===== src/http_response_header_parser_macros.svh =====
// Assertion macros for the HTTP response header parser.
`ifndef HTTP_RESPONSE_HEADER_PARSER_MACROS_SVH
`define HTTP_RESPONSE_HEADER_PARSER_MACROS_SVH

// Same-cycle implication, checked only while out of reset.
`define HRHP_ASSERT_NOW(lbl, ante, cons, msg) \
  lbl: assert property (@(posedge clk) disable iff (!rst_n) (ante) |-> (cons)) else $error(msg);

// Next-cycle implication, checked only while out of reset.
`define HRHP_ASSERT_NEXT(lbl, ante, cons, msg) \
  lbl: assert property (@(posedge clk) disable iff (!rst_n) (ante) |=> (cons)) else $error(msg);

`endif


===== src/hrhp_pkg.sv =====
`timescale 1ns / 1ps

package hrhp_pkg;

  localparam int LENGTH_BITS_DEF = 32;
  localparam int OUT_LEN_BITS    = 32;
  localparam int OUT_DATA_BITS   = 48;

  typedef struct packed {
    logic                    length_error;
    logic [OUT_LEN_BITS-1:0] content_length;
    logic                    status_ok;
    logic                    headers_done;
    logic [7:0]              body_byte;
    logic                    body_valid;
  } result_t;

endpackage


===== src/http_response_header_parser.sv =====
`timescale 1ns / 1ps
// HTTP response header parser.
// in_*  : one response byte per word; in_tuser set clears all parser state
//         before that byte is handled (start of a new response).
// out_* : one result word per input word, in order. out_tuser flags a body
//         byte; out_tdata carries the byte and the sticky header status.
// A word accepted on in_* passes through the input register, then the parser
// state update into the result register, before it is presented on out_*.
// Throughput: one word per clock while the result buffer has room. The parser
// state (line scan, key match, decimal accumulator) advances once per word.
// A two-entry result buffer holds finished words while the receiver stalls;
// in_tready drops only when both entries are full and the input register
// holds a word, and the stream resumes without loss once out_tready returns.
// Reset (rst_n low, synchronous) empties the pipeline and returns the parser
// to the header phase with all flags and the length cleared.
module http_response_header_parser #(
  parameter int LENGTH_BITS = hrhp_pkg::LENGTH_BITS_DEF
) (
  input  logic                               clk,
  input  logic                               rst_n,
  input  logic                               in_tvalid,
  output logic                               in_tready,
  input  logic [7:0]                         in_tdata,  // [7:0] in_byte
  input  logic                               in_tuser,  // [0] new_response
  output logic                               out_tvalid,
  input  logic                               out_tready,
  // [7:0] body_byte, [8] headers_done, [9] status_ok,
  // [41:10] content_length, [42] length_error, [47:43] zero
  output logic [hrhp_pkg::OUT_DATA_BITS-1:0] out_tdata,
  output logic                               out_tuser  // [0] body_valid
);
  import hrhp_pkg::*;

  `include "http_response_header_parser_macros.svh"

  logic       a_v_r;
  logic [7:0] a_byte_r;
  logic       a_new_r;
  logic       a_go;
  logic       skid_full;
  result_t    core_res;
  result_t    out_res;

  assign a_go      = a_v_r && !skid_full;
  assign in_tready = !a_v_r || !skid_full;

  always_ff @(posedge clk) begin
    if (!rst_n) begin
      a_v_r <= 1'b0;
    end else if (in_tready) begin
      a_v_r <= in_tvalid;
    end
  end

  always_ff @(posedge clk) begin
    if (in_tready && in_tvalid) begin
      a_byte_r <= in_tdata;
      a_new_r  <= in_tuser;
    end
  end

  hrhp_core #(
    .LENGTH_BITS(LENGTH_BITS)
  ) u_core (
    .clk    (clk),
    .rst_n  (rst_n),
    .step   (a_go),
    .byte_i (a_byte_r),
    .new_i  (a_new_r),
    .result (core_res)
  );

  hrhp_out_skid u_skid (
    .clk       (clk),
    .rst_n     (rst_n),
    .push      (a_go),
    .push_data (core_res),
    .full      (skid_full),
    .out_valid (out_tvalid),
    .out_ready (out_tready),
    .out_data  (out_res)
  );

  assign out_tuser = out_res.body_valid;
  assign out_tdata = {5'd0, out_res.length_error, out_res.content_length,
                      out_res.status_ok, out_res.headers_done, out_res.body_byte};

  `HRHP_ASSERT_NOW(a_body_after_headers, out_tvalid && out_tuser, out_tdata[8],
    "body byte before end of headers")
  `HRHP_ASSERT_NOW(a_body_byte_zero, out_tvalid && !out_tuser, out_tdata[7:0] == 8'd0,
    "non-body result carries a nonzero byte")
  `HRHP_ASSERT_NOW(a_stall_when_full, skid_full && a_v_r, !in_tready,
    "input accepted while result buffer full")
  `HRHP_ASSERT_NEXT(a_full_holds_output, skid_full && !out_tready, out_tvalid && skid_full,
    "buffered result lost during stall")

endmodule


===== src/hrhp_core.sv =====
`timescale 1ns / 1ps

module hrhp_core #(
  parameter int LENGTH_BITS = hrhp_pkg::LENGTH_BITS_DEF
) (
  input  logic              clk,
  input  logic              rst_n,
  input  logic              step,
  input  logic [7:0]        byte_i,
  input  logic              new_i,
  output hrhp_pkg::result_t result
);
  import hrhp_pkg::*;

  localparam logic [7:0] CH_LF    = 8'h0a;
  localparam logic [7:0] CH_CR    = 8'h0d;
  localparam logic [7:0] CH_COLON = 8'h3a;
  localparam logic [7:0] CH_SPACE = 8'h20;
  localparam logic [7:0] CH_ZERO  = 8'h30;
  localparam logic [7:0] CH_NINE  = 8'h39;
  localparam logic [7:0] CH_TWO   = 8'h32;
  localparam logic [3:0] KEY_LEN  = 4'd14;
  localparam logic [2:0] OK_LEN   = 3'd6;
  localparam int         PROD_W   = LENGTH_BITS + 4;

  typedef enum logic [1:0] {
    PH_HEADER = 2'd0,
    PH_SKIP   = 2'd1,
    PH_BODY   = 2'd2
  } phase_t;

  function automatic logic [7:0] key_char(input logic [3:0] pos);
    case (pos)
      4'd0:    key_char = "c";
      4'd1:    key_char = "o";
      4'd2:    key_char = "n";
      4'd3:    key_char = "t";
      4'd4:    key_char = "e";
      4'd5:    key_char = "n";
      4'd6:    key_char = "t";
      4'd7:    key_char = "-";
      4'd8:    key_char = "l";
      4'd9:    key_char = "e";
      4'd10:   key_char = "n";
      4'd11:   key_char = "g";
      4'd12:   key_char = "t";
      4'd13:   key_char = "h";
      default: key_char = 8'h00;
    endcase
  endfunction

  function automatic logic [7:0] ok_char(input logic [2:0] pos);
    case (pos)
      3'd0:    ok_char = "2";
      3'd1:    ok_char = "0";
      3'd2:    ok_char = "0";
      3'd3:    ok_char = " ";
      3'd4:    ok_char = "O";
      3'd5:    ok_char = "K";
      default: ok_char = 8'h00;
    endcase
  endfunction

  function automatic logic [7:0] fold(input logic [7:0] c);
    fold = (c >= "A" && c <= "Z") ? c + 8'd32 : c;
  endfunction

  phase_t                 phase_r, phase_nxt;
  logic                   line_nonempty_r, line_nonempty_nxt;
  logic                   after_cr_r, after_cr_nxt;
  logic [2:0]             ok_pos_r, ok_pos_nxt;
  logic                   ok_found_r, ok_found_nxt;
  logic [3:0]             key_pos_r, key_pos_nxt;
  logic                   key_mismatch_r, key_mismatch_nxt;
  logic                   colon_seen_r, colon_seen_nxt;
  logic                   value_started_r, value_started_nxt;
  logic [LENGTH_BITS-1:0] value_acc_r, value_acc_nxt;
  logic                   value_bad_r, value_bad_nxt;
  logic                   ok_flag_r, ok_flag_nxt;
  logic [LENGTH_BITS-1:0] length_r, length_nxt;
  logic                   error_flag_r, error_flag_nxt;
  logic                   body;
  logic [PROD_W-1:0]      prod;
  logic [63:0]            len_ext;

  always_comb begin
    phase_nxt         = phase_r;
    line_nonempty_nxt = line_nonempty_r;
    after_cr_nxt      = after_cr_r;
    ok_pos_nxt        = ok_pos_r;
    ok_found_nxt      = ok_found_r;
    key_pos_nxt       = key_pos_r;
    key_mismatch_nxt  = key_mismatch_r;
    colon_seen_nxt    = colon_seen_r;
    value_started_nxt = value_started_r;
    value_acc_nxt     = value_acc_r;
    value_bad_nxt     = value_bad_r;
    ok_flag_nxt       = ok_flag_r;
    length_nxt        = length_r;
    error_flag_nxt    = error_flag_r;
    body              = 1'b0;
    prod              = ({4'd0, value_acc_r} << 3) + ({4'd0, value_acc_r} << 1)
                        + PROD_W'(byte_i - CH_ZERO);

    if (new_i) begin
      phase_nxt         = PH_HEADER;
      line_nonempty_nxt = 1'b0;
      after_cr_nxt      = 1'b0;
      ok_pos_nxt        = '0;
      ok_found_nxt      = 1'b0;
      key_pos_nxt       = '0;
      key_mismatch_nxt  = 1'b0;
      colon_seen_nxt    = 1'b0;
      value_started_nxt = 1'b0;
      value_acc_nxt     = '0;
      value_bad_nxt     = 1'b0;
      ok_flag_nxt       = 1'b0;
      length_nxt        = '0;
      error_flag_nxt    = 1'b0;
      prod              = PROD_W'(byte_i - CH_ZERO);
    end

    case (phase_nxt)
      PH_HEADER: begin
        if (byte_i == CH_LF || (!after_cr_nxt && byte_i == CH_CR)) begin
          if (byte_i == CH_LF) begin
            after_cr_nxt = 1'b0;
          end else if (!line_nonempty_nxt) begin
            phase_nxt = PH_SKIP;
          end else begin
            after_cr_nxt = 1'b1;
            if (ok_found_nxt) begin
              ok_flag_nxt = 1'b1;
            end else if (colon_seen_nxt && !key_mismatch_nxt && key_pos_nxt == KEY_LEN
                         && value_started_nxt) begin
              if (value_bad_nxt) begin
                error_flag_nxt = 1'b1;
              end else begin
                length_nxt = value_acc_nxt;
              end
            end
          end
          line_nonempty_nxt = 1'b0;
          ok_pos_nxt        = '0;
          ok_found_nxt      = 1'b0;
          key_pos_nxt       = '0;
          key_mismatch_nxt  = 1'b0;
          colon_seen_nxt    = 1'b0;
          value_started_nxt = 1'b0;
          value_acc_nxt     = '0;
          value_bad_nxt     = 1'b0;
        end else if (!after_cr_nxt) begin
          line_nonempty_nxt = 1'b1;
          if (!ok_found_nxt) begin
            if (ok_pos_nxt < OK_LEN && byte_i == ok_char(ok_pos_nxt)) begin
              ok_pos_nxt = ok_pos_nxt + 3'd1;
            end else begin
              ok_pos_nxt = (byte_i == CH_TWO) ? 3'd1 : 3'd0;
            end
            if (ok_pos_nxt >= OK_LEN) begin
              ok_found_nxt = 1'b1;
            end
          end
          if (!colon_seen_nxt) begin
            if (byte_i == CH_COLON) begin
              colon_seen_nxt = 1'b1;
            end else if (key_pos_nxt < KEY_LEN && fold(byte_i) == key_char(key_pos_nxt)) begin
              key_pos_nxt = key_pos_nxt + 4'd1;
            end else begin
              key_mismatch_nxt = 1'b1;
            end
          end else if (value_started_nxt || byte_i != CH_SPACE) begin
            value_started_nxt = 1'b1;
            if (!value_bad_nxt) begin
              if (byte_i >= CH_ZERO && byte_i <= CH_NINE
                  && prod[PROD_W-1:LENGTH_BITS] == 4'd0) begin
                value_acc_nxt = prod[LENGTH_BITS-1:0];
              end else begin
                value_bad_nxt = 1'b1;
              end
            end
          end
        end
      end
      PH_SKIP: begin
        phase_nxt = PH_BODY;
      end
      default: begin
        body = 1'b1;
      end
    endcase
  end

  always_ff @(posedge clk) begin
    if (!rst_n) begin
      phase_r         <= PH_HEADER;
      line_nonempty_r <= 1'b0;
      after_cr_r      <= 1'b0;
      ok_pos_r        <= '0;
      ok_found_r      <= 1'b0;
      key_pos_r       <= '0;
      key_mismatch_r  <= 1'b0;
      colon_seen_r    <= 1'b0;
      value_started_r <= 1'b0;
      value_acc_r     <= '0;
      value_bad_r     <= 1'b0;
      ok_flag_r       <= 1'b0;
      length_r        <= '0;
      error_flag_r    <= 1'b0;
    end else if (step) begin
      phase_r         <= phase_nxt;
      line_nonempty_r <= line_nonempty_nxt;
      after_cr_r      <= after_cr_nxt;
      ok_pos_r        <= ok_pos_nxt;
      ok_found_r      <= ok_found_nxt;
      key_pos_r       <= key_pos_nxt;
      key_mismatch_r  <= key_mismatch_nxt;
      colon_seen_r    <= colon_seen_nxt;
      value_started_r <= value_started_nxt;
      value_acc_r     <= value_acc_nxt;
      value_bad_r     <= value_bad_nxt;
      ok_flag_r       <= ok_flag_nxt;
      length_r        <= length_nxt;
      error_flag_r    <= error_flag_nxt;
    end
  end

  assign len_ext = 64'(length_nxt);

  always_comb begin
    result.body_valid     = body;
    result.body_byte      = body ? byte_i : 8'd0;
    result.headers_done   = (phase_nxt != PH_HEADER);
    result.status_ok      = ok_flag_nxt;
    result.content_length = len_ext[OUT_LEN_BITS-1:0];
    result.length_error   = error_flag_nxt;
  end

endmodule


===== src/hrhp_out_skid.sv =====
`timescale 1ns / 1ps

module hrhp_out_skid (
  input  logic              clk,
  input  logic              rst_n,
  input  logic              push,
  input  hrhp_pkg::result_t push_data,
  output logic              full,
  output logic              out_valid,
  input  logic              out_ready,
  output hrhp_pkg::result_t out_data
);
  import hrhp_pkg::*;

  logic    main_v_r;
  logic    skid_v_r;
  result_t main_r;
  result_t skid_r;
  logic    take;

  assign take = main_v_r && out_ready;

  always_ff @(posedge clk) begin
    if (!rst_n) begin
      main_v_r <= 1'b0;
      skid_v_r <= 1'b0;
    end else if (skid_v_r) begin
      if (take) begin
        skid_v_r <= 1'b0;
      end
    end else if (push) begin
      if (!main_v_r || take) begin
        main_v_r <= 1'b1;
      end else begin
        skid_v_r <= 1'b1;
      end
    end else if (take) begin
      main_v_r <= 1'b0;
    end
  end

  always_ff @(posedge clk) begin
    if (skid_v_r) begin
      if (take) begin
        main_r <= skid_r;
      end
    end else if (push) begin
      if (!main_v_r || take) begin
        main_r <= push_data;
      end else begin
        skid_r <= push_data;
      end
    end
  end

  assign full      = skid_v_r;
  assign out_valid = main_v_r;
  assign out_data  = main_r;

endmodule


===== config.mk =====
export PLATFORM = sky130hd
export DESIGN_NAME = http_response_header_parser
export DESIGN_NICKNAME = d
export VERILOG_FILES = /design/src/hrhp_pkg.sv /design/src/http_response_header_parser.sv /design/src/hrhp_core.sv /design/src/hrhp_out_skid.sv
export VERILOG_INCLUDE_DIRS = /design/src /design/src/src
export SDC_FILE = /design/constraint.sdc
export NUM_CORES = 1
export LEC_CHECK = 0
export ABC_AREA = 1
export ABC_CLOCK_PERIOD_IN_PS = 5100
export BUFFER_PORTS_ARGS = -buffer_cell sky130_fd_sc_hd__buf_4
export CORE_AREA = 2 2 192 194
export CTS_CLUSTER_DIAMETER = 200
export DETAILED_ROUTE_END_ITERATION = 10
export DIE_AREA = 0 0 194 196
export GPL_ROUTABILITY_DRIVEN = 1
export PLACE_DENSITY = 0.59
export SYNTH_ARGS = -nofsm -noshare
export SYNTH_HDL_FRONTEND = slang
export SYNTH_HIERARCHICAL = 1
export SYNTH_SLANG_ARGS = --single-unit

===== constraint.sdc =====
create_clock -name clk -period 5.1 [get_ports clk]
set_input_delay 0.51 -clock clk [delete_from_list [all_inputs] [get_ports clk]]
set_output_delay 0.51 -clock clk [all_outputs]
set_load 0.005 [all_outputs]

==> metrics.md <==
| Metric | Value |
|---|---|
| Worst Setup Start Kind | flop |
| Clock network fraction of design power | 39.1% |
| Top FF cell, synth | edfxtp_1 |
| Die area | roughly 38000 µm² |
| Fraction of layout instances using a drive strength above 1 | roughly 9% |
| Fin area | 13900 µm² |
| Final Hold Vio Count | 0 |
| Leak Pwr | 0.006531 µW |
| Multiplexer area fraction after synthesis | 0% |
| Seq cells post-synth | approximately 180 |
| Die span in x | ~190 µm |
| Async SR Flop Fraction | 0% |
| DRT Pass-1 Iters | 5 |
| Vias after detailed routing | around 11000 |
| Logic gate share of total power | a little under an eighth |
| Final period util | a little over 90% |
| Post-synth EDFFs | 97 |
| Net Sw Frac | 27.03% |
| Vias in the first global route | 10600 |
| Final nets | 1873 |
| FF/Latch Area | ~4600 µm² |
| Antenna violations before repair | 0 |
| Gr usage total | ~18% |
| DRC | 0 |
| Fmax | around 210 MHz |
| Clk sinks | roughly 180 |
| Sequential power share | between 40% and 50% |
| # IOs | 64 |
| Run status | finished, final reports clean |
| Largest family of logic cells by synthesized area | simple AND/OR/NAND/NOR gates |
| H-tree Lvls | 4 |
| Commonest non-fill, non-tap cell in the layout | nand2_1 |
| P_int | 2411 µW |
| First-pass GRT wire length | 55870 µm |
| Largest fanout on the critical path | 20 |
| Wirelength per Cell | 15.15 µm |
| Critical path launch point | a_byte_r[6] |
| Post-Synth XOR/XNOR Area | around 1.8% |
| CTS tree | built |
| Register area share after synthesis | between 30 and 40% |
| WS Path Type | flop to flop |
| Pin count of the biggest net entering global routing | 56 |
| Clk_lat worst skew | approximately 0.45 ns |
| Initial Util | 34.57% |
| Unrepaired setup endpoints after global routing | no |
| Mapped Cells | between 1500 and 2000 |
| Arr. time, crit path | just under 5 ns |
| Endpoints failing setup | 0 |
| Post-route ant nets | 0 |
| DP HPWL | around 26000 µm |
| Worst-Margin Slew | between 1 and 1.5 ns |
| Area after DPL | 13330 µm² |
| Die Y | 196 µm |
| Reg2reg start | a_byte_r[6] |
| Multi-input gate area | approximately 6800 µm² |
| Cells resized by post-CTS repair | 0 |
| IO buf count | 58 |
| Synth unique cells | 53 |
| Filler cells | about 3800 |
| Maximum vdd drop | ~0.19 mV |
| PwrDens | about 240 nW/µm² |
| Antenna cell count | 0 |
| CP required | approximately 5.4 ns |
| Switching pwr | 892.9 µW |
| Hold Crit Class | input pin to flop |
| CORE AREA | 36080 µm² |
| Synthesized area per cell | between 7 and 8 µm² |
| Final wirelength | about 34000 µm |
| Tmin final | ~4.7 ns |
| Root buf cell | clkbuf_16 |
| Yosys warnings | 6 |
| CTS Buffer Depth | 2 |
| Total gr overflow | 0 |
| Worst-path clk slew | approximately 0.080 ns |
| Clk_skew | 0.01794 ns |
| Area growth syn-to-layout | 11.48% |
| Hold_buf cts | 0 |
| Setup TNS | 0 ns |
| Vias/cell | between 4 and 5 |
| Final Wtd Congestion | ~0.9 |
| Number of max-cap violations | 0 |
| CTS Buf Count | 17 |
| Synth Area in Compound Gates | 14.20% |
| Mapped Area | about 12000 µm² |
| Max transition margin | approximately 22% |
| Most frequent cells in the layout | nand2_1, nor2_1, inv_1 |
| Max Slew Vio Count | 0 |
| Adder-cell share of the synthesized area | between 10 and 15% |
| Setup Buffers After CTS | 0 |
| Post-synthesis simple-gate area fraction | 27.40% |
| FP Rows | 70 |
| Initial drt markers | 859 |
| Endpoint class of the critical path | flop |
| Worst hold start | in_tdata[0] |
## worst max-delay path, cell delays in order, from the launching register on
cell      delay, ns
edfxtp_1       0.49
nor2_1         0.29
inv_1          0.15
nor2_4         0.24
buf_12         0.20
fa_1           0.43
ha_1           0.37
nand2_1        0.19
inv_1          0.06
a21oi_1        0.25
nand2_1        0.09
a21oi_1        0.20
nand3_1        0.10
nand3_1        0.11
nand2_2        0.09
nor2_8         0.16
nand3_4        0.21
nor2_2         0.15
nand2_2        0.28
nand3_1        0.16
nand2_1        0.06
o21ai_1        0.15
a21oi_1        0.07
## routing by layer
layer | up-vias | global-route usage (%) | share of wire, %
met5 | - | 0 | 0
met4 | 0 | 4.714 | 1.4
met3 | 32 | 2.166 | 4.8
met2 | 268 | 28.56 | 44
met1 | 5190 | 26.45 | 49
li1 | 5671 | - | -
## cells by family (layout without fill, tap and decap cells)
logic type                 after synthesis  in the layout
AOI/OAI and AO/OA                      337            337
xor gates and xnor gates                26             26
adders and majority gates               85             85
buffers and inverters                  275            315
DFF                                    182            182
other                                    1              5
and+or+nand+nor                        838            838
## state kept, by name (all words and copies together), names as in the netlist, 2 cells and up
name,count
u_core/key_pos_r,4
u_core/ok_pos_r,3
u_core/length_r,32
u_core/phase_r,2
u_skid/out_data,44
u_skid/skid_r,44
a_byte_r,8
u_core/value_acc_r,32
## Yosys cell counts (2+ instances only)
master         instances  share of area, %
nor3_2                 3              0.24
o21ai_1               14              0.56
clkbuf_1              36               1.1
nor4_1                 5              0.25
or2_2                  3              0.15
inv_2                  9              0.27
nor2_1               194               5.8
o21ai_0              104               4.2
nand3_2                2              0.16
a21oi_1              189               7.6
nor2_4                 2              0.18
a31oi_1                4              0.20
buf_6                  5              0.45
nor3_1                 7              0.28
nor2_2                 3              0.15
xor2_1                23               1.6
nand3_1               58               2.3
o211ai_1               6              0.36
buf_2                 15              0.60
a21o_1                 3              0.18
ha_1                  54               5.4
nand2_2               13              0.65
dlygate4sd1_1          2              0.14
inv_1                191               5.7
clkinv_1               2             0.060
nand2_1              531                16
and2_1                 2              0.10
dfxtp_1               85                14
o22ai_1                2              0.10
fa_1                  31               5.0
o21bai_1               4              0.24
buf_4                 11              0.66
xnor2_1                3              0.21
o21a_1                 2              0.12
edfxtp_1              97                23
nand4_1                9              0.45
o211ai_2               2              0.20
buf_1                  3             0.090
## final timing paths
check | endpoint | slack, ns | cells past startpoint
setup / recovery | u_core/value_acc_r[16] | 0.41 | 22
hold / removal | a_byte_r[0] | 0.23 | 1
setup reg to reg | u_core/value_acc_r[16] | 0.41 | 22
hold reg to reg | u_core/line_nonempty_r | 0.47 | 2
## area by class of cell
cell class | count | share of cell area, %
flip-flops and latches | 182 | 33.20
well taps | 468 | 4.211
multi-input cells | 1291 | 48.58
repair buffers | 80 | 4.409
inverters | 203 | 5.489
clock inverters | 14 | 1.026
clock buffers | 18 | 3.086
## power by group through the flow
stage | combinational, µW | sequential, µW | clock (µW)
detailed placement | 389 | 1650 | 0
floorplan | 263 | 1650 | 0
global route | 443 | 1630 | 1370
CTS | 392 | 1620 | 1320
finish | 392 | 1620 | 1290
global placement | 386 | 1650 | 0
## metrics by stage
| step | util, % | setup slack [ns] | hold WS (ns) | std cells | total power, µW |
|---|---|---|---|---|---|
| floorplan | - | 0.002801 | 0.4453 | 1748 | 1912 |
| global placement | 36.93 | 0.3918 | 0.4524 | 2224 | 2038 |
| detailed placement | 36.93 | 0.3200 | 0.4583 | 2224 | 2043 |
| CTS | 38.52 | 0.2797 | 0.2110 | 2256 | 3335 |
| global route | 38.53 | 0.04017 | 0.2167 | 2256 | 3438 |
| finish | 38.53 | 0.4073 | 0.2325 | 2256 | 3304 |
Power figures use the tool's default switching activity.
